$ cat config.mk
export PLATFORM = sky130hd
export DESIGN_NAME = prz_div
export DESIGN_NICKNAME = d
export VERILOG_FILES = /design/src/prz_pkg.sv /design/src/prz_div.sv
export SDC_FILE = /design/constraint.sdc
export NUM_CORES = 1
export LEC_CHECK = 0
export BUFFER_PORTS_ARGS = -buffer_cell sky130_fd_sc_hd__buf_2
export CORE_MARGIN = 2
export CORE_UTILIZATION = 49
export CTS_CLUSTER_SIZE = 8
export DETAILED_ROUTE_END_ITERATION = 6
export PLACE_DENSITY = 0.71
export SLEW_MARGIN = 20
export SYNTH_ARGS = -nofsm -noshare
export SYNTH_HDL_FRONTEND = slang
export SYNTH_SLANG_ARGS = --single-unit
$ cat constraint.sdc
create_clock -name clk -period 5.3 [get_ports clk]
set_input_delay 1.06 -clock clk [delete_from_list [all_inputs] [get_ports clk]]
set_output_delay 1.06 -clock clk [all_outputs]
set_load 0.01 [all_outputs]
$ cat src/prz_pkg.sv
package prz_pkg;

  localparam int MAX_SYMBOLS_DEF  = 8;
  localparam int WINDOW_DEPTH_DEF = 64;
  localparam int PRICE_BITS       = 32;

  localparam int CFG_AW = 2;
  localparam int CFG_DW = 24;

  localparam logic [CFG_AW-1:0] CFG_WINDOW_LENGTH  = 2'd0;
  localparam logic [CFG_AW-1:0] CFG_SYMBOL_COUNT   = 2'd1;
  localparam logic [CFG_AW-1:0] CFG_Z_THRESHOLD    = 2'd2;
  localparam logic [CFG_AW-1:0] CFG_ORDER_QUANTITY = 2'd3;

  localparam logic [6:0]  WINDOW_LENGTH_RST  = 7'd20;
  localparam logic [3:0]  SYMBOL_COUNT_RST   = 4'd8;
  localparam logic [23:0] Z_THRESHOLD_RST    = 24'd131072;
  localparam logic [15:0] ORDER_QUANTITY_RST = 16'd100;

  localparam logic [31:0] RATIO_MAX = 32'hFFFF_FFFF;
  localparam logic [22:0] Z_MAX     = 23'h7F_FFFF;
  localparam logic [16:0] CONF_ONE  = 17'h1_0000;

  localparam int DIV_DW = 64;
  localparam int DIV_VW = 32;
  localparam int DIV_CW = 7;

  localparam logic [DIV_CW-1:0] DIV_STEPS_RATIO = 7'd48;
  localparam logic [DIV_CW-1:0] DIV_STEPS_WIDE  = 7'd64;
  localparam logic [DIV_CW-1:0] DIV_STEPS_CONF  = 7'd39;

  typedef struct packed {
    logic [3:0]            symbol_index;
    logic                  has_mid;
    logic [PRICE_BITS-1:0] mid_ticks;
    logic [63:0]           time_stamp;
  } in_beat_t;

  typedef struct packed {
    logic                  side;
    logic [3:0]            signal_symbol;
    logic [PRICE_BITS-1:0] signal_price;
    logic [15:0]           signal_quantity;
    logic [16:0]           confidence;
    logic [63:0]           signal_time;
    logic                  last_signal;
  } out_beat_t;

  typedef struct packed {
    logic              start;
    logic [DIV_CW-1:0] steps;
    logic [DIV_DW-1:0] dividend;
    logic [DIV_VW-1:0] divisor;
  } div_req_t;

  typedef struct packed {
    logic              done;
    logic [DIV_DW-1:0] quotient;
  } div_rsp_t;

  typedef struct packed {
    logic        start;
    logic [63:0] radicand;
  } sqrt_req_t;

  typedef struct packed {
    logic        done;
    logic [31:0] root;
  } sqrt_rsp_t;

  typedef enum logic [3:0] {
    ST_IDLE,
    ST_PAIR,
    ST_RD1,
    ST_R1,
    ST_DIVR,
    ST_MEAN,
    ST_RD2,
    ST_MUL,
    ST_ACC,
    ST_VAR,
    ST_SQRT,
    ST_ZDIV,
    ST_CONF,
    ST_EMIT,
    ST_FINAL
  } state_t;

endpackage

$ cat src/prz_div.sv
module prz_div (
  input  logic               clk,
  input  logic               rst_n,
  input  prz_pkg::div_req_t  req,
  output prz_pkg::div_rsp_t  rsp
);
  import prz_pkg::*;

  logic              busy_r;
  logic              done_r;
  logic [DIV_CW-1:0] cnt_r;
  logic [DIV_DW-1:0] dvd_r;
  logic [DIV_VW-1:0] dsr_r;
  logic [DIV_VW-1:0] rem_r;
  logic [DIV_DW-1:0] quo_r;

  logic [$clog2(DIV_DW)-1:0] bit_idx;
  logic [DIV_VW:0]           trial;
  logic                      ge;
  logic [DIV_VW-1:0]         rem_nxt;
  logic [DIV_DW-1:0]         quo_nxt;
  logic [DIV_VW:0]           dif;

  always_comb begin
    bit_idx = $clog2(DIV_DW)'(cnt_r - DIV_CW'(1));
    trial   = {rem_r, dvd_r[bit_idx]};
    ge      = trial >= {1'b0, dsr_r};
    dif     = trial - {1'b0, dsr_r};
    rem_nxt = ge ? dif[DIV_VW-1:0] : trial[DIV_VW-1:0];
    quo_nxt = {quo_r[DIV_DW-2:0], ge};
  end

  always_ff @(posedge clk) begin
    if (!rst_n) begin
      busy_r <= 1'b0;
      done_r <= 1'b0;
    end else begin
      done_r <= 1'b0;
      if (req.start) begin
        busy_r <= 1'b1;
        cnt_r  <= req.steps;
        dvd_r  <= req.dividend;
        dsr_r  <= req.divisor;
        rem_r  <= '0;
        quo_r  <= '0;
      end else if (busy_r) begin
        rem_r <= rem_nxt;
        quo_r <= quo_nxt;
        cnt_r <= cnt_r - DIV_CW'(1);
        if (cnt_r == DIV_CW'(1)) begin
          busy_r <= 1'b0;
          done_r <= 1'b1;
        end
      end
    end
  end

  assign rsp.done     = done_r;
  assign rsp.quotient = quo_r;

endmodule

Word level (Yosys, flattened, before mapping)
Cells that the tools add are included.

cells by class
  magnitude comparators = 2
  multipliers = 0
  reduce and logical (&&, ||, !) cells = 4
  add/subtract/negate cells = 2
  muxes and demuxes = 11
  shift-type cells = 0
  div/mod/pow operators = 0
  equality and inequality tests = 1
  bitwise logic cells = 2

operator list
  operator               count
  $mux W32               2
  $mux W64               1
  $ge A33 B32 Y1         1
  $sub A32 B32 Y32       1
  $mux W7                2
  $eq A7 B1 Y1 const B   1
  $lt A6 B7 Y1 const B   1
  $sub A7 B1 Y7 const B  1
  $bmux W1 S6            1
  $mux W1                5
  $reduce_and A2 Y1      2
  $reduce_or A3 Y1       1
  $not A1 Y1             2
  $reduce_bool A2 Y1     1

word-level totals
  input bits = 106
  bits in writable memories = 0
  logic and storage cells = 29
  output and inout port bits = 65
  ROM bits = 0
  memories = 0
  bits in registers = 201
  bits in latches = 0

Longest topological paths before layout
  word-level depth = 6
  depth in mapped cells = 22
  mapped depth without buffers = 18

Worst setup path before layout
No wires, ideal clock.

  kind = flip-flop to flip-flop
  start = register cnt_r[0]
  end = register rem_r[16], data pin
  slack = 0.509 ns
  data required time = 5.034 ns
  cell stages (with the launch flop) = 21
  library setup time = 0.266 ns
  period minus slack after synthesis = 4.791 ns
  path buffers = 3
  data arrival time = 4.525 ns
  cells stage by stage = edfxtp_1 buf_2 inv_1 ha_1 clkbuf_1 clkbuf_1 mux4_2 mux4_2 mux2_2 o21ai_0 ha_1 fa_1 nand2b_1 a211oi_1 nor3_1 o21ai_0 a21o_1 a221oi_1 xnor2_1 mux2i_1 nor2_1

between the ends
  cells in the longest elaborated chain, start to end = 6
  elaborated cells between the ends (all ways) = 7
  those cells by class = add/sub: 2; order compare: 1; mux: 4

ends and longest elaborated chain
  item                                                RTL line                      RTL
  start: declaration                                  prz_div.sv:11                 logic [DIV_CW-1:0] cnt_r;
  start signal: assignment                            prz_div.sv:41                 cnt_r <= req.steps;
  start signal: assignment                            prz_div.sv:49                 cnt_r <= cnt_r - DIV_CW'(1);
  $sub A7 B1 Y7 *                                     --
  $bmux W1 S6 *                                       prz_div.sv:26                 trial = {rem_r, dvd_r[bit_idx]};
  $mux W1 (implied by the code) *                     prz_div.sv:26
  $sub A32 B32 Y32 or $ge A33 B32 Y1 (tied branches)  prz_div.sv:28, prz_div.sv:27
  $mux W32 *                                          prz_div.sv:29                 rem_nxt = ge ? dif[DIV_VW-1:0] : trial[DIV_VW-1:0];
  $mux W32 *                                          prz_div.sv:46                 end else if (busy_r) begin
  end signal: assignment                              prz_div.sv:47                 rem_r <= rem_nxt;
  end: declaration                                    prz_div.sv:14                 logic [DIV_VW-1:0] rem_r;

Mark *: on every way between the ends. The rest lies on a longest branch, timed or not. The select of a mux whose other input is x is not followed.
A chain may end at the register's enable or synchronous reset.

Worst setup path after layout
  start = register cnt_r[1]
  end = register rem_r[28], data pin

Same word-level chain as after synthesis.

==> results.json <==
{
  "die_h_um": 143.4,
  "synth-seq-cells": 201,
  "end_kind": "register",
  "worstSetupPathType": "register to register",
  "ioPinCount": 171,
  "coreArea_um2": 18890,
  "avgRoutedWirePerCell_um": 16.95,
  "whs_ns": 0.4507,
  "fmax_mhz": 206.2,
  "nNetsFinal": 1007,
  "syn-instance-count": 686,
  "async_flop_share": 0,
  "fin_crit_ns": 4.851,
  "cts_hold_buf": 0,
  "grt-ovfl-total": 0,
  "crit_arrival_ns": 5.10,
  "max-vdd-ir-drop_v": 0.0003364,
  "cts.reportedPaths.clkPinSlew_ns": 0.05,
  "layout-drive-gt1-share": 0.2784,
  "h-tree-depth": 1,
  "dr.pass1.iters": 5,
  "rows": 50,
  "startpoint_type": "register",
  "yosys.cell_types.count": 56,
  "clockRootBuffer": "clkbuf_16",
  "synth.most_common_cell": "edfxtp_1",
  "drv_slew": 0,
  "path_max_fanout": 11,
  "post_cts_resized": 0,
  "ys_seq_area_frac": 0.6321,
  "cp.required_ns": 5.55,
  "netlist_top_cells_count": "edfxtp_1, nor2b_1, nor2_1",
  "setup_tns_ns": 0,
  "worstMarginPinSlew_ns": 0.9816,
  "antenna_found_initial": 4,
  "finalHoldViolCount": 0,
  "clk_path_buf_depth": 3,
  "fillCellCount": 1524,
  "min_period_over_period": 0.9152,
  "regArea_um2": 6016,
  "dp.cells": 1095,
  "area.growth.synth_to_final_pct": 20.12,
  "rsz0062_at_grt": "no",
  "grt_pass1_vias": 6130,
  "syn_area_per_cell_um2": 13.87,
  "numCtsBuffers": 29,
  "grt_max_degree": 79,
  "ant_nets": 0,
  "synth_warnings": 0,
  "ys_top_cells_by_area": "edfxtp_1, mux4_2, ha_1",
  "drc": 0,
  "grt_pass1_wl_um": 30550,
  "hp-class": "register to register",
  "hpwl_um": 13310,
  "finalNonFillerCells": 1143,
  "cts_tree": "done",
  "die_width_um": 143.4,
  "insertion_delay_ns": 0.54,
  "multiInputGateArea_um2": 3208,
  "post_cts_buffers": 0,
  "synth_area_um2": 9517,
  "synth_nets": 827,
  "power.leakage_nw": 4.639,
  "wirelength_um": 19380,
  "yosys.area.top_type_share": 0.6279,
  "io_buffers": 170,
  "viasPerCell": 5.251,
  "vias": 6002,
  "synth.largest_area_cell": "edfxtp_1",
  "skew_ns": 0.01519,
  "maxCapViolCount": 0,
  "status": "completed",
  "initial_utilization": 0.5037,
  "place_congestion": 0.8811,
  "clock_sinks": 201,
  "cellPowerDensity_nw_per_um2": 375.6,
  "synth_edf_count": 199,
  "drtIter0Drc": 267,
  "synth_ff_type": "edfxtp_1",
  "setup-violations-final": 0,
  "die-area_um2": 20550,
  "grt_use_total": 0.1873,
  "max_slew_margin": 0.3456
}
per-stage QoR:
stage / setup slack [ns] / power (W) / area, µm² / utilization
floorplan: 0.5090 / 0.002492 / 9517 / -
global placement: 0.4283 / 0.002667 / 10610 / 0.5615
detailed placement: 0.3075 / 0.002676 / 10610 / 0.5615
CTS: 0.2882 / 0.004338 / 11410 / 0.6042
global route: 0.1157 / 0.004488 / 11430 / 0.6048
finish: 0.4493 / 0.004294 / 11430 / 0.6050
flip-flops by register name, indices dropped and copies added, names as in the netlist:
name    cells
busy_r      1
cnt_r       7
done_r      1
dsr_r      32
dvd_r      64
quo_r      64
rem_r      32
cell usage in the layout, fill, tap and decap left out, drive strengths merged, types with 4 or more instances in the layout:
master    n
a21oi    29
nand2b    4
xor2     12
nor3      8
nor2b    66
a21o     18
clkbuf   43
ha       34
nand2    28
mux4     20
xnor2    15
edfxtp  199
buf     177
o21ai    23
nor2     52
a211oi   13
o21a      8
mux2i    25
and3      4
inv      44
a31oi     6
nand4     6
logic make-up after synthesis:
logic type      Yosys count  share of synthesized area
mux                      47                    0.07599
simple gates            187                     0.1026
fa+ha+maj                35                    0.04681
compound gates          118                    0.08493
buf+inv                  71                    0.03274
xor+xnor                 27                    0.02485
flops                   201                     0.6321
worst paths after layout:
path                                         start                      end  slack [ns]  cells after the start
worst min register to register   busy_r$_SDFF_PN0_        done_r$_SDFF_PP0_        0.45                      2
worst min-delay path             busy_r$_SDFF_PN0_        done_r$_SDFF_PP0_        0.45                      2
worst max register to register  cnt_r[1]$_DFFE_PP_  rem_r[28]$_SDFFCE_PP0P_        0.45                     17
worst max-delay path            cnt_r[1]$_DFFE_PP_  rem_r[28]$_SDFFCE_PP0P_        0.45                     17
final cells by class:
type	instances	share of cell area
clock inverters	2	0.002518
well taps	260	0.02846
inverters	43	0.01412
repair buffers	177	0.07925
clock buffers	43	0.06808
diodes	3	0.0006567
flip-flops and latches	201	0.5263
multi-input cells	414	0.2806
power by group:
part           total, W  switching (W)  internal, W
logic          0.000707       0.000390     0.000318
registers       0.00194      0.0000475      0.00189
clock network   0.00164       0.000645     0.000999
routing by layer:
layer / vias up / track usage / wire [µm]
met5: - / 0 / 27
met1: 2834 / 0.2556 / 8560
met4: 4 / 0.06966 / 631
met2: 199 / 0.2927 / 8878
met3: 51 / 0.04665 / 1280
li1: 2914 / - / -
worst max-delay path, stage by stage, from the launching register on:
cell,delay [ns]
edfxtp_1,0.36
inv_1,0.07
ha_1,0.56
mux4_2,0.37
mux4_2,0.48
mux2_2,0.27
o21ai_0,0.29
ha_1,0.25
fa_1,0.22
nand2b_1,0.16
a211oi_1,0.13
o21ba_2,0.26
o2111ai_1,0.29
a31oi_1,0.20
o21ai_1,0.18
a31oi_1,0.13
xnor2_1,0.23
a211oi_2,0.10
Note: power is estimated with default switching activity, not from simulation.
