File: config.mk
export PLATFORM = sky130hd
export DESIGN_NAME = prz_sqrt
export DESIGN_NICKNAME = d
export VERILOG_FILES = /design/src/prz_pkg.sv /design/src/prz_sqrt.sv
export SDC_FILE = /design/constraint.sdc
export NUM_CORES = 1
export LEC_CHECK = 0
export ABC_AREA = 1
export BUFFER_PORTS_ARGS = -buffer_cell sky130_fd_sc_hd__buf_2
export CAP_MARGIN = 20
export CORE_MARGIN = 8
export CORE_UTILIZATION = 29
export CTS_BUF_LIST = sky130_fd_sc_hd__clkbuf_2 sky130_fd_sc_hd__clkbuf_4 sky130_fd_sc_hd__clkbuf_8
export CTS_CLUSTER_DIAMETER = 120
export DETAILED_ROUTE_END_ITERATION = 8
export SLEW_MARGIN = 20
export SYNTH_ARGS = -nofsm -noshare
export SYNTH_HDL_FRONTEND = slang
export SYNTH_SLANG_ARGS = --single-unit
File: constraint.sdc
create_clock -name clk -period 11.2 [get_ports clk]
set_input_delay 0.56 -clock clk [delete_from_list [all_inputs] [get_ports clk]]
set_output_delay 0.56 -clock clk [all_outputs]
set_load 0.05 [all_outputs]
File: src/prz_pkg.sv
package prz_pkg;

  localparam int MAX_SYMBOLS_DEF  = 8;
  localparam int WINDOW_DEPTH_DEF = 64;
  localparam int PRICE_BITS       = 32;

  localparam int CFG_AW = 2;
  localparam int CFG_DW = 24;

  localparam logic [CFG_AW-1:0] CFG_WINDOW_LENGTH  = 2'd0;
  localparam logic [CFG_AW-1:0] CFG_SYMBOL_COUNT   = 2'd1;
  localparam logic [CFG_AW-1:0] CFG_Z_THRESHOLD    = 2'd2;
  localparam logic [CFG_AW-1:0] CFG_ORDER_QUANTITY = 2'd3;

  localparam logic [6:0]  WINDOW_LENGTH_RST  = 7'd20;
  localparam logic [3:0]  SYMBOL_COUNT_RST   = 4'd8;
  localparam logic [23:0] Z_THRESHOLD_RST    = 24'd131072;
  localparam logic [15:0] ORDER_QUANTITY_RST = 16'd100;

  localparam logic [31:0] RATIO_MAX = 32'hFFFF_FFFF;
  localparam logic [22:0] Z_MAX     = 23'h7F_FFFF;
  localparam logic [16:0] CONF_ONE  = 17'h1_0000;

  localparam int DIV_DW = 64;
  localparam int DIV_VW = 32;
  localparam int DIV_CW = 7;

  localparam logic [DIV_CW-1:0] DIV_STEPS_RATIO = 7'd48;
  localparam logic [DIV_CW-1:0] DIV_STEPS_WIDE  = 7'd64;
  localparam logic [DIV_CW-1:0] DIV_STEPS_CONF  = 7'd39;

  typedef struct packed {
    logic [3:0]            symbol_index;
    logic                  has_mid;
    logic [PRICE_BITS-1:0] mid_ticks;
    logic [63:0]           time_stamp;
  } in_beat_t;

  typedef struct packed {
    logic                  side;
    logic [3:0]            signal_symbol;
    logic [PRICE_BITS-1:0] signal_price;
    logic [15:0]           signal_quantity;
    logic [16:0]           confidence;
    logic [63:0]           signal_time;
    logic                  last_signal;
  } out_beat_t;

  typedef struct packed {
    logic              start;
    logic [DIV_CW-1:0] steps;
    logic [DIV_DW-1:0] dividend;
    logic [DIV_VW-1:0] divisor;
  } div_req_t;

  typedef struct packed {
    logic              done;
    logic [DIV_DW-1:0] quotient;
  } div_rsp_t;

  typedef struct packed {
    logic        start;
    logic [63:0] radicand;
  } sqrt_req_t;

  typedef struct packed {
    logic        done;
    logic [31:0] root;
  } sqrt_rsp_t;

  typedef enum logic [3:0] {
    ST_IDLE,
    ST_PAIR,
    ST_RD1,
    ST_R1,
    ST_DIVR,
    ST_MEAN,
    ST_RD2,
    ST_MUL,
    ST_ACC,
    ST_VAR,
    ST_SQRT,
    ST_ZDIV,
    ST_CONF,
    ST_EMIT,
    ST_FINAL
  } state_t;

endpackage

File: src/prz_sqrt.sv
module prz_sqrt (
  input  logic                clk,
  input  logic                rst_n,
  input  prz_pkg::sqrt_req_t  req,
  output prz_pkg::sqrt_rsp_t  rsp
);
  import prz_pkg::*;

  logic        busy_r;
  logic        done_r;
  logic [63:0] x_r;
  logic [63:0] res_r;
  logic [63:0] one_r;

  logic [64:0] trial;
  logic        ge;
  logic [64:0] x_dif;

  always_comb begin
    trial = {1'b0, res_r} + {1'b0, one_r};
    ge    = {1'b0, x_r} >= trial;
    x_dif = {1'b0, x_r} - trial;
  end

  always_ff @(posedge clk) begin
    if (!rst_n) begin
      busy_r <= 1'b0;
      done_r <= 1'b0;
    end else begin
      done_r <= 1'b0;
      if (req.start) begin
        busy_r <= 1'b1;
        x_r    <= req.radicand;
        res_r  <= '0;
        one_r  <= 64'h4000_0000_0000_0000;
      end else if (busy_r) begin
        if (ge) begin
          x_r   <= x_dif[63:0];
          res_r <= (res_r >> 1) + one_r;
        end else begin
          res_r <= res_r >> 1;
        end
        one_r <= one_r >> 2;
        if (one_r == 64'd1) begin
          busy_r <= 1'b0;
          done_r <= 1'b1;
        end
      end
    end
  end

  assign rsp.done = done_r;
  assign rsp.root = res_r[31:0];

endmodule

# After elaboration in Yosys (flattened, before gate mapping)
# Cells that the tools add are included.
# W data, S select, Z words.
dict set report totals {
  in_bits 67
  output_inout_bits 33
  ff_bits 162
}
dict set report op_classes {
  n_mux 10
  order_cmp 1
  bitwise_logic 2
  n_reduce_logical 5
  n_eq_ne 1
  addsub 3
}
# cell n
set ops {}
lappend ops {{$mux W64} 5}
lappend ops {{$add A64 B63 Y65} 1}
lappend ops {{$ge A64 B65 Y1} 1}
lappend ops {{$add A63 B63 Y64} 1}
lappend ops {{$sub A64 B64 Y64} 1}
lappend ops {{$mux W63} 1}
lappend ops {{$eq A32 B1 Y1 const B} 1}
lappend ops {{$mux W1} 4}
lappend ops {{$reduce_bool A2 Y1} 2}
lappend ops {{$reduce_and A3 Y1} 1}
lappend ops {{$reduce_or A3 Y1} 1}
lappend ops {{$not A1 Y1} 2}
lappend ops {{$reduce_and A2 Y1} 1}

# Logic depth before layout (Yosys ltp)
# Gate-level depths: netlist of the first run.
dict set report logic_depth {
  depth_word 5
  mapped_depth 30
  mapped_depth_nobuf 29
}

# Least setup slack after synthesis of the first run
# OpenSTA, ideal clock, no wires.
dict set report synth_path {
  kind {register to register}
  startpoint {register res_r[4]}
  endpoint {register x_r[0] (enable)}
  n_path_buf 2
  arrival_time_ps 5027
  slack_ps 5755
  required_ps 10782
  setup_ps 418
  path_stages_with_launch 27
  period_less_slack_ps 5445
  path_cell_list {edfxtp_1 ha_1 nand2_1 o21ai_1 nor2_1 o21ai_1 a21oi_1 o21ai_1 nand2_1 nand2_1 a21oi_1 xor2_1 ha_1 nand2_1 nor2_1 inv_1 nor2_1 nand2_1 nor3_1 nand2_1 nand3_1 nand3_2 nand2_4 buf_6 buf_6 o21ai_1 inv_1}
}
dict set report synth_between {
  elab_chain_cells 4
}
# item line
set synth_lines {}
lappend synth_lines {{start: declaration} prz_sqrt.sv:12} ;# logic [63:0] res_r;
lappend synth_lines {{start signal: assignment} prz_sqrt.sv:39} ;# res_r <= (res_r >> 1) + one_r;
lappend synth_lines {{start signal: assignment} prz_sqrt.sv:41} ;# res_r <= res_r >> 1;
lappend synth_lines {{$add A64 B63 Y65} prz_sqrt.sv:20} ;# trial = {1'b0, res_r} + {1'b0, one_r};
lappend synth_lines {{$ge A64 B65 Y1} prz_sqrt.sv:21} ;# ge = {1'b0, x_r} >= trial;
lappend synth_lines {{$reduce_bool A2 Y1 (no line)} n/a}
lappend synth_lines {{$reduce_and A3 Y1 (no line)} n/a}
lappend synth_lines {{end signal: assignment} prz_sqrt.sv:33} ;# x_r <= req.radicand;
lappend synth_lines {{end signal: assignment} prz_sqrt.sv:38} ;# x_r <= x_dif[63:0];
lappend synth_lines {{end: declaration} prz_sqrt.sv:11} ;# logic [63:0] x_r;
# Every way passes these cells.
# A chain may end at the register's enable or synchronous reset.

# Final worst setup path of the first run
dict set report layout_path {
  startpoint {register res_r[14]}
  endpoint {register x_r[12] (enable)}
}
# The elaborated chain is that of the path after synthesis.

==> flow_summary_export.csv, run 1 <==
group,metric,value,unit
global_route,grt_pass1_vias,19320,
yosys,avgSynthCellArea,6.354,um^2
clock_network,postCtsResizedCells,0,
critical_path,cp_common_cell,"nand2_1",
critical_path,crit_buf_inv,3,
routing,drc,0,
routing,routedWlPerCell,19.35,um
global_route,grt_pass1_wl,112900,um
final_layout,nets,3188,
timing,final-hold-violation-count,0,
critical_path,reg2reg_slack,3.63,ns
routing,highest_layer,"met4",
critical_path,reg2regPathDepth,28,
critical_path,slowest_delay,0.95,ns
yosys,synth_cell_types,49,
final_layout,final_area,0.02021,mm^2
min_path,hold_path.class,"input pin to flop",
floorplanning,dieArea,0.07294,mm^2
routing,viasPerCell,5.140,
routing,drt_first_pass_iters,5,
flow_run,maxCapViolations,0,
clock_network,cts_made_buffers,17,
pwr,ir_drop,0.09528,mV
floorplanning,core-area,0.06412,mm^2
timing,fmax,132.0,MHz
final_layout,area_growth_syn_to_layout,7.974,%
global_route,grt_start_max_net_pins,76,
place,gp_congestion,0.9640,
yosys,synth.cell_area,0.01872,mm^2
timing,setup_viol,0,
yosys,yosysTopAreaCellShare,25.67,%
clock_network,clk_latency,0.58,ns
min_path,min_path_cells,2,
global_route,overflow,0,
timing,slew_headroom,30.47,%
yosys,syn_inst,2946,
routing,wl_met2,33720,um
floorplanning,fp.dieH,270.1,um
clock_network,clockBufferDepth,2,
place,placed_cell_area,0.01985,mm^2
yosys,yosysWarnings,0,
clock_network,holdBufCountCts,0,
timing,min_period,7.574,ns
clock_network,clockRootBuffer,"clkbuf_8",
yosys,synth_edf_count,160,
floorplanning,die_w,270.1,um
clock_network,htreeDepth,4,
place,io_buffers,99,
critical_path,worstPathArrival,7.77,ns
yosys,synth.top_cells.by_area,"edfxtp_1 26%, nand2_1 16%, ha_1 8.7%, inv_1 7.9%, nor2_1 7.7%",
yosys,yosysTopAreaCell,"edfxtp_1",
routing,wl_met3,4600,um
timing,setup-tns-final,0,ns
pwr,power.density,149.1,mW/mm^2
yosys,dominantRegCellSynth,"edfxtp_1",
routing,wl_met1,33690,um
timing,drv_slew,0,
timing,grt_setup_unrepaired,"false",
final_layout,layout-drive-gt1-share,6.094,%
clock_network,path_clk_slew,0.10,ns
final_layout,fillers,7262,
floorplanning,rows,93,
outcome,status,"finished, final reports clean",
floorplanning,start_util,29.20,%
yosys,ys_async_sr_fraction,0,%
critical_path,crit_fanout,66,
critical_path,cp_num_cells,28,
yosys,syn_nets,3144,
timing,worst_pin_slew,1.043,ns
critical_path,critPathRequiredTime,11.40,ns
floorplanning,ios,100,
critical_path,worst_path_max_delay_cell,"nand2_4",
clock_network,cts_tree,"yes",
global_route,track_usage,19.88,%
final_layout,diodes,0,
timing,period_share,67.62,%
routing,final_antenna_net_count,0,
critical_path,cp_top_family,"simple AND/OR/NAND/NOR gates",
clock_network,cts_setup_buffers,0,
place,dp_hpwl,62160,um
routing,wl,74660,um
timing,fin_worst_skew,0.02462,ns
routing,drtIter0Drc,2135,
clock_network,cts_num_sinks,162,
global_route,antenna_found_initial,0,
yosys,ys_seq_area_share,25.88,%
critical_path,critPathKind,"flop to flop",
place,dp.cells,3826,
critical_path,critPathLaunchType,"flop",
pwr,p_leak,8.656,nW
critical_path,end_kind,"flop",
final_layout,layout.cells.non_filler,3858,
yosys,synth_seq_cells,162,
routing,via_count,19830,
-- layout make-up --
cell class	count	area [um^2]	area share, %
multi-input combinational	2306	11900	58.85
sequential	162	4845	23.97
inverter	398	1498	7.410
tap	855	1070	5.293
timing repair buffer	105	543.0	2.687
clock buffer	19	249.0	1.232
clock inverter	13	112.6	0.5571
-- where the power goes --
part           internal [mW]  switching [mW]  leakage, nW  total (mW)
combinational          0.525            1.16         6.91        1.69
sequential             0.779           0.103         1.56       0.882
clock                  0.166           0.277        0.189       0.443
total                   1.47            1.54         8.66        3.01
-- cell families after synthesis --
group	share of synthesized area [%]
AO/OA/AOI/OAI	14.91
XOR/XNOR	5.474
adder cells (fa/ha/maj)	8.796
buffers and inverters	10.57
flip-flops	25.88
AND/OR/NAND/NOR	34.36
-- cells in the mapped netlist (all sizes together) (5+ instances only) --
library cell / instances
edfxtp: 160
o21ai: 218
nand3: 233
clkbuf: 26
a221oi: 5
xor2: 68
nor4: 18
ha: 130
inv: 398
o211ai: 7
nor3: 27
xnor2: 49
or2: 30
nand4: 41
nand3b: 10
nand2: 794
o21a: 9
a31oi: 17
a21o: 15
o21bai: 19
a21boi: 6
buf: 54
nor2: 386
a21oi: 205
-- worst paths after layout --
path,from,endpoint
worst max register to register,res_r[14],x_r[12]
worst min register to register,busy_r,done_r
worst min-delay path,rst_n,done_r
worst max-delay path,res_r[14],x_r[12]
-- per-layer routing --
metal / up-vias / global-route usage, %
met4: 0 / 7.450
met5: - / 0
met1: 9235 / 26.59
met3: 116 / 2.505
met2: 667 / 32.47
li1: 9814 / -
-- worst reg2reg max path: cells and delay by family, from the launching register on --
kind,cells,cell delay (ns)
flip-flops,1,0.59
buffers and inverters,3,0.82
AND/OR/NAND/NOR,18,3.61
XOR/XNOR,1,0.13
adder cells (fa/ha/maj),2,0.81
AO/OA/AOI/OAI,4,1.11
-- metrics by stage --
step	hold slack (ns)	setup WS [ns]	util [%]	power, mW
final	0.2499	3.626	31.52	3.013
after global placement	0.4672	3.827	30.96	2.553
after CTS	0.2017	3.818	31.52	2.995
after detailed placement	0.4654	3.851	30.96	2.546
after global routing	0.2395	3.226	31.52	3.235
after floorplan	0.4543	5.755	-	2.057
-- registers in the layout, indices dropped and copies added, names as in the netlist --
register  flops
busy_r        1
done_r        1
res_r        64
x_r          64
one_r        32
-- cell usage in the layout, fill, tap and decap left out, types with 18 or more instances in the layout --
cell	n
a21oi_1	205
buf_2	98
edfxtp_1	160
ha_1	130
inv_1	390
nand2_1	792
nand3_1	232
nand4_1	41
nor2_1	383
nor3_1	27
nor4_1	18
o21ai_0	198
o21ai_1	18
o21bai_1	19
or2_2	29
xnor2_1	49
xor2_1	68
Note: power is estimated with default switching activity, not from simulation.
==> run 2: changes to the inputs <==
--- a/config.mk
+++ b/config.mk
@@ -5,7 +5,7 @@
 export SDC_FILE = /design/constraint.sdc
 export NUM_CORES = 1
 export LEC_CHECK = 0
-export ABC_AREA = 1
+export ABC_AREA = 0
 export BUFFER_PORTS_ARGS = -buffer_cell sky130_fd_sc_hd__buf_2
 export CAP_MARGIN = 20
 export CORE_MARGIN = 8
==> constraint.sdc (replaced) <==
create_clock -name clk -period 7.65 [get_ports clk]
set_input_delay 0.3825 -clock clk [delete_from_list [all_inputs] [get_ports clk]]
set_output_delay 0.3825 -clock clk [all_outputs]
set_load 0.05 [all_outputs]
==> flow_summary_export.csv, run 2 <==
group,metric,value,unit
outcome,status,"finished, final reports clean",
place,place_ws,1.210,ns
critical_path,cp-startpoint,"res_r[2]",
clock_network,path_clk_slew,0.10,ns
yosys,synthMostInstantiatedCell,"nand2_1",
yosys,avgSynthCellArea,8.563,um^2
yosys,synth_seq_cells,162,
floorplanning,ios,100,
global_route,gr-usage-met3,2.900,%
min_path,hold_path.class,"input pin to flop",
yosys,ys_async_sr_fraction,0,%
floorplanning,dieArea,0.06189,mm^2
clock_network,clockRootBuffer,"clkbuf_8",
timing,final-hold-violation-count,0,
critical_path,cp_top_family,"compound AO/OA/AOI/OAI gates",
timing,fin_worst_skew,0.01827,ns
routing,final_antenna_net_count,0,
critical_path,crit_fanout,53,
yosys,dominantRegCellSynth,"edfxtp_1",
floorplanning,die_w,248.8,um
pwr,p_switching,1.711,mW
clock_network,holdBufCountCts,0,
critical_path,critPathLaunchType,"flop",
routing,wl,50750,um
clock_network,cts_made_buffers,17,
global_route,use_met2,27.03,%
timing,setup-tns-final,0,ns
timing,fmax,151.4,MHz
yosys,ys_seq_area_share,30.83,%
final_layout,area_growth_syn_to_layout,8.122,%
final_layout,largestRegisters,"res_r x64, x_r x64, one_r x32",
critical_path,worst_path_max_delay_cell,"o21ai_0",
critical_path,slowest_delay,0.60,ns
yosys,synth_cell_types,81,
global_route,busiest_layer,"met2",
timing,min_period,6.605,ns
pwr,ir_drop,0.1121,mV
final_layout,nets,2052,
timing,hold_slack,0.1454,ns
critical_path,end_kind,"flop",
final_layout,layout-drive-gt1-share,10.40,%
floorplanning,start_util,29.26,%
pwr,comb_power_share,51.0,%
yosys,syn_nets,2033,
final_layout,layout_common_cells,"183 x nand2_1, 160 x edfxtp_1, 158 x a21oi_1",
global_route,grt_pass1_wl,79120,um
floorplanning,rows,85,
pwr,internal_power,2.106,mW
global_route,grt_start_max_net_pins,97,
critical_path,critPathRequiredTime,7.83,ns
place,dp_hpwl,38670,um
place,gp_congestion,0.8908,
critical_path,crit_buf_inv,1,
pwr,p_sw_share,44.83,%
pwr,power.density,224.7,mW/mm^2
timing,slew_headroom,42.94,%
floorplanning,fp.dieH,248.8,um
routing,routedWlPerCell,19.81,um
timing,fin_ws,1.045,ns
yosys,synth.top_cells.by_area,"edfxtp_1 31%, ha_1 10%, a21oi_1 5.0%, nand2_1 4.4%, o21ai_0 4.3%",
pwr,p_leak,6.219,nW
min_path,hp-start,"req[45]",
pwr,finalPower,3.817,mW
timing,period_share,86.33,%
clock_network,cts_num_sinks,162,
routing,via_count,14500,
timing,grt_setup_unrepaired,"false",
routing,drc,0,
pwr,pwr-share-seq,32.5,%
global_route,antenna_found_initial,1,
critical_path,worstPathArrival,6.79,ns
routing,drtIter0Drc,1290,
clock_network,htreeDepth,4,
timing,setup_viol,0,
yosys,syn_inst,1835,
clock_network,clk_latency,0.51,ns
yosys,synth.cell_area,0.01571,mm^2
place,io_buffers,99,
floorplanning,core-area,0.05371,mm^2
critical_path,r2r_start,"res_r[2]",
clock_network,cts_setup_buffers,0,
global_route,track_usage,15.73,%
yosys,yosys-top-cells-count,"183 x nand2_1, 160 x edfxtp_1, 158 x a21oi_1, 135 x o21ai_0, 130 x ha_1",
flow_run,maxCapViolations,0,
timing,drv_slew,0,
global_route,grt_use_met1,20.30,%
critical_path,critPathKind,"flop to flop",
global_route,grt_pass1_vias,14030,
final_layout,diodes,0,
yosys,yosysWarnings,0,
clock_network,clockBufferDepth,2,
yosys,synth_edf_count,160,
routing,viasPerCell,5.660,
pwr,pwr-share-clk,16.5,%
yosys,yosysTopAreaCell,"edfxtp_1",
routing,drt_first_pass_iters,5,
clock_network,cts_tree,"yes",
clock_network,postCtsResizedCells,0,
critical_path,cp_cell_sequence,"ha_1, a31o_2, a31oi_1, o21ai_0, a21oi_1, o21ai_0, a31oi_1, nand3b_1, o31ai_1, xnor2_1, ha_1, nand2_1, o21bai_1, a211oi_1, o31a_1, a211o_1, a311oi_2, o21a_1, nand3_1, a21boi_4, buf_12",
yosys,yosysTopAreaCellShare,30.58,%
final_layout,layout_commonest_cell,"nand2_1",
timing,worst_pin_slew,0.8559,ns
global_route,overflow,0,
==> run 2: cell count changes in the layout (fill, tap and decap cells not counted), sizes merged, moves of 46 or more <==
cell,previous run,this run
a21oi,205,159
inv,406,57
nand2,794,184
nand3,233,28
o21ai,218,144
nor2,386,110
==> run 2: power groups by stage <==
stage	combinational [mW]	clock (mW)	sequential, mW
2_1_floorplan	1.50	0	1.21
3_3_place_gp	1.90	0	1.26
3_5_place_dp	1.92	0	1.26
4_1_cts	1.94	0.642	1.24
5_1_grt	2.15	0.671	1.25
6_report	1.95	0.629	1.24
==> run 2: kinds of logic (layout without fill, tap and decap cells) <==
family	Yosys count	in the layout	synth area share (%)
muxes	11	11	0.7724
DFF	162	162	30.83
adders and majority gates	131	131	10.48
buffers and inverters	169	200	5.136
xor gates and xnor gates	139	139	7.748
and+or+nand+nor	570	570	17.89
AOI/OAI and AO/OA	653	653	27.15
==> run 2: path summary, 6_finish.rpt <==
check            end  slack [ns]  cells past startpoint
max          x_r[15]        1.05                     21
min          x_r[45]        0.15                      3
max reg2reg  x_r[15]        1.05                     21
min reg2reg   done_r        0.61                      1
==> run 2: final cells by class <==
class,instances,area [um^2]
clock buffer,17,234.0
clock inverter,14,116.4
fill,5667,36720
inverter,57,214.0
multi-input combinational,1504,10090
sequential,162,4845
tap,696,870.8
timing repair buffer,112,615.6
==> run 2: through the flow <==
step / cell area, um^2 / util, % / cells
floorplan: 15720 / - / 1835
global placement: 16620 / 30.95 / 2530
detailed placement: 16620 / 30.95 / 2530
CTS: 16970 / 31.60 / 2561
global route: 16990 / 31.63 / 2562
finish: 16990 / 31.63 / 2562
==> run 2: routing by layer <==
layer | wire [um] | up-vias | part of all wire, %
li1 | - | 7005 | -
met1 | 22710 | 7057 | 45
met2 | 24400 | 387 | 48
met3 | 2940 | 51 | 5.8
met4 | 684 | 2 | 1.3
met5 | 13 | - | 0.026
==> run 2: worst min-delay path: cells and delay by family <==
kind,cells,cell delay (ns)
buffers and inverters,1,0.07
AO/OA/AOI/OAI,1,0.05
AND/OR/NAND/NOR,1,0.04
